`src/rtl/pl0vm_ram.sv`:
```
module pl0vm_ram #(
    parameter int unsigned WIDTH = 32,
    parameter int unsigned DEPTH = 128
) (
    input  logic                     clk,
    input  logic                     we,
    input  logic [$clog2(DEPTH)-1:0] waddr,
    input  logic [WIDTH-1:0]         wdata,
    input  logic [$clog2(DEPTH)-1:0] raddr,
    output logic [WIDTH-1:0]         rdata
);

    logic [WIDTH-1:0] mem [DEPTH];

    always_ff @(posedge clk)
    begin
        if (we)
        begin
            mem[waddr] <= wdata;
        end
        rdata <= mem[raddr];
    end

endmodule

```
`config.mk`:
```
export PLATFORM = sky130hd
export DESIGN_NAME = pl0vm_ram
export DESIGN_NICKNAME = d
export VERILOG_FILES = /design/src/rtl/pl0vm_ram.sv
export SDC_FILE = /design/constraint.sdc
export NUM_CORES = 2
export LEC_CHECK = 0
export BUFFER_PORTS_ARGS = -buffer_cell sky130_fd_sc_hd__buf_4
export CAP_MARGIN = 30
export CORE_MARGIN = 1.5
export CORE_UTILIZATION = 30
export CTS_CLUSTER_SIZE = 25
export DETAILED_ROUTE_END_ITERATION = 8
export PLACE_DENSITY = 0.51
export SYNTH_ARGS = -nofsm -noshare
export SYNTH_HDL_FRONTEND = slang
export SYNTH_SLANG_ARGS = --single-unit
```
`constraint.sdc`:
```
create_clock -name clk -period 5.6 [get_ports clk]
set_clock_uncertainty 0.2 [all_clocks]
set_input_delay 1.12 -clock clk [delete_from_list [all_inputs] [get_ports clk]]
set_output_delay 1.12 -clock clk [all_outputs]
set_load 0.05 [all_outputs]
```
# Word-level counts from Yosys, hierarchy flattened
# Memories as Yosys holds them, arrays and structs flattened. A register that Yosys moved wholly into a read port is not among the register bits.
# Cells that the tools add are included.
# totals
reg_bits	0
memories	1
ramBits	4096
in_bits	48
output_inout_bits	32
elab_cells	3
# classes
n_mux	2
# memory_table
name	depth	width	rd	rd_ports_with_merged_regs	wr	line	text
mem	128	32	1	1	1	13	logic [WIDTH-1:0] mem [DEPTH];
# op_table
cell	n
$mux 1	2

# Depth between registers and ports, before layout
# logic_depth
word_depth	2
mapped_depth	8
ltp_nobuf	4

# Worst setup path before layout
# OpenSTA, ideal clock, no wires.
# synth_timing
path_kind	input port to flip-flop
start	input port we
end	memory mem[98][0] (enable)
setup_slack_ns	1.041
path_buffers	1
t_arrival_ns	3.898
setup_time_ns	0.461
path_stages	3
path_cell_list	clkbuf_1 > nand4_1 > nor3_1
# synth_via
elab_chain_cells	2
# synth_lines
item	line	text
start, declared	6	input logic we,
$mux 1	17	if (we)
$mux 1 (implied by the code)	19	mem[waddr] <= wdata;
end, declared	13	
# No other way between the ends.

==> results.sh <==
export IMPL_multi_input_area_sq_um=32300
export IMPL_grt_overflow=0
export IMPL_rr_startpoint="mem[55][30]"
export IMPL_dr_first_iter_drc_count=9478
export IMPL_startpoint_type="primary input"
export IMPL_vias=70900
export IMPL_totalWireLength_microns=457000
export IMPL_synth_top_cell_area_share_pct=78.7
export IMPL_p_leak_nw=55.1
export IMPL_synth_edff_count=4096
export IMPL_power_density_nw_per_um2=360
export IMPL_netlist_area_sq_um=156000
export IMPL_root_buffer="clkbuf_16"
export IMPL_r2r_slack_ns=2.64
export IMPL_gp_congestion=0.786
export IMPL_drv_slew=0
export IMPL_cts_tree="yes"
export IMPL_die_h_microns=725
export IMPL_post_route_period_util_pct=69.4
export IMPL_synth_area_per_cell_sq_um=26.1
export IMPL_drtAntennaViolNets=0
export IMPL_rsz0062_at_grt="false"
export IMPL_io_pins=80
export IMPL_cts_hold_buf=0
export IMPL_fin_tns_setup_ns=0
export IMPL_std_cell_rows=264
export IMPL_clkSlewWorstSetupHoldPaths_ns=0.06
export IMPL_grt_met3_usage_pct=2.79
export IMPL_yosysMostFrequentCell="edfxtp_1"
export IMPL_port_buffers=79
export IMPL_syn_inst=5990
export IMPL_synth_main_ff_cell="edfxtp_1"
export IMPL_worstMarginPinSlew_ns=1.11
export IMPL_busiest_layer="met2"
export IMPL_cts_sinks=4128
export IMPL_status="finished clean"
export IMPL_synth_top_cells_by_count="edfxtp_1 (4096), mux4_2 (1344), clkbuf_1 (182)"
export IMPL_crit_top_cell="mux4_2"
export IMPL_synth_area_leader_cell="edfxtp_1"
export IMPL_hold_path_class="primary input to register"
export IMPL_antenna_found_initial=69
export IMPL_track_usage_pct=17.0
export IMPL_hold_violations=0
export IMPL_endpoint_kind="register"
export IMPL_grt_max_degree=89
export IMPL_syn_nets=6038
export IMPL_clock_fmax_mhz=257
export IMPL_async_flop_share_pct=0
export IMPL_cp_depth=8
export IMPL_drive_gt1_share_pct=36.8
export IMPL_path_buf_inv=4
export IMPL_path_cells="buf_8 > buf_12 > buf_12 > buf_4 > mux4_2 > mux4_2 > mux4_2 > mux2_2"
export IMPL_crit_path_top_delay_cell="mux4_2"
export IMPL_clockBufferDepth=4
export IMPL_core_area_sq_um=518000
export IMPL_synth_area_leaders="edfxtp_1 (79%), mux4_2 (19%), clkbuf_1 (0.44%)"
export IMPL_first_pass_iters=5
export IMPL_arrival_ns=4.57
export IMPL_area_growth_syn_to_layout_pct=16.9
export IMPL_period_needed_ns=3.89
export IMPL_synth_cell_types=17
export IMPL_cpPeakStageDelay_ns=0.71
export IMPL_post_dp_hpwl_microns=263000
export IMPL_peakVddDrop_mv=0.289
export IMPL_crit_type="primary input to register"
export IMPL_seq_area_sq_um=124000
export IMPL_initial_core_util_pct=30.2
export IMPL_grt_pass1_wl_microns=622000
export IMPL_critPathTopFamily="multiplexers"
export IMPL_grt_use_met1_pct=23.5
export IMPL_yosysSeqAreaShare_pct=79.1
export IMPL_synth_seq_cells=4128
export IMPL_grt_use_met2_pct=28.1
export IMPL_post_cts_buffers=0
export IMPL_clock_latency_ns=0.99
export IMPL_cp_endpoint="rdata[25]"
export IMPL_reg2reg_depth=4
export IMPL_critical_path_required_ns=6.28
export IMPL_htree_levels=5
export IMPL_slew_headroom_pct=25.8
export IMPL_critPathMaxFanout=31
export IMPL_die_x_microns=725
export IMPL_fin_nets=6582
export IMPL_ys_warnings_count=0
export IMPL_ctsResizeCount=0
export IMPL_drc=0
export IMPL_nFillCells=47200
export IMPL_grt_pass1_vias=72800
export IMPL_post_route_util_pct=35.3
export IMPL_setup_viol=0
export IMPL_cts_buffers=418
export IMPL_worstReg2RegEnd="rdata[30]"
export IMPL_critPathLaunch="raddr[2]"
export IMPL_vias_per_cell=5.13
export IMPL_wire_per_inst_microns=33.0
export IMPL_maxCapViolations=0
export IMPL_die_area_sq_um=525000
-- where the power goes --
part / switching (W) / internal [W] / total, W
Clock: 0.0119 / 0.0159 / 0.0278
Combinational: 0.00227 / 0.00135 / 0.00362
Sequential: 0.000208 / 0.0341 / 0.0343
-- worst reg2reg max path, cell delays in order (launching register included) --
cell and delay, ns:
edfxtp_1 0.36, mux4_2 0.53, mux4_2 0.63, mux4_2 0.75, mux2_2 0.40
-- stage by stage --
stage / instances / hold slack, ns / setup slack (ns) / area (sq um) / total power [W]
floorplan: 5990 / 0.874 / 1.04 / 156000 / 0.0366
global placement: 13000 / 0.940 / 0.734 / 169000 / 0.0386
detailed placement: 13000 / 0.923 / 0.726 / 169000 / 0.0387
CTS: 13800 / 0.232 / 1.82 / 182000 / 0.0663
global route: 13800 / 0.195 / 1.70 / 183000 / 0.0675
finish: 13800 / 0.240 / 1.71 / 183000 / 0.0657
-- area by class of cell --
cell class | count | share of cell area (%)
clock buffer | 528 | 6.06
timing repair buffer | 440 | 2.47
sequential | 4128 | 67.7
antenna | 22 | 0.0301
multi-input combinational | 1546 | 17.7
tap | 6916 | 4.74
clock inverter | 245 | 1.34
-- cell families after synthesis --
kind of cell | Yosys count | share of synthesized area, %
buf+inv | 316 | 0.839
flops | 4128 | 79.1
mux | 1376 | 19.6
simple gates | 170 | 0.446
-- layout by cell type, fill, tap and decap left out --
cell	synthesis	routed
buf_12	0	72
buf_16	0	14
buf_4	3	349
buf_6	2	1
buf_8	0	4
bufinv_16	0	40
clkbuf_1	182	95
clkbuf_16	0	423
clkbuf_8	0	10
clkinv_1	0	96
clkinv_16	0	2
clkinv_2	0	69
clkinv_4	0	3
clkinv_8	0	9
clkinvlp_4	0	13
dfxtp_1	32	32
diode_2	0	22
edfxtp_1	4096	4096
inv_16	0	8
inv_6	0	5
mux2_2	32	32
mux4_2	1344	1344
nand2_1	14	11
nand2_2	0	3
nand2b_1	2	2
nand3_1	12	8
nand3_2	0	4
nand4_1	3	3
nor2_1	122	3
nor2_4	0	119
nor2b_1	7	7
nor3_2	0	9
or3_1	1	1
-- registers in the layout (all words and copies together), names as in the netlist --
name   cells
mem     4096
rdata     32
-- metal layers --
layer	wire (microns)	up-vias
li1	-	27600
met1	189000	40000
met2	223000	2764
met3	32700	537
met4	12200	16
met5	79	-
-- worst min path at each step --
| stage | startpoint | to | slack, ns | cells after the start |
|---|---|---|---|---|
| after floorplan | mem[36][0] | rdata[0] | 0.87 | 4 |
| after global placement | mem[88][9] | rdata[9] | 0.94 | 4 |
| after detailed placement | mem[31][17] | rdata[17] | 0.92 | 4 |
| after CTS | wdata[5] | mem[84][5] | 0.23 | 1 |
| after global routing | wdata[22] | mem[29][22] | 0.19 | 1 |
| final | wdata[22] | mem[29][22] | 0.24 | 1 |
Power figures use the tool's default switching activity.
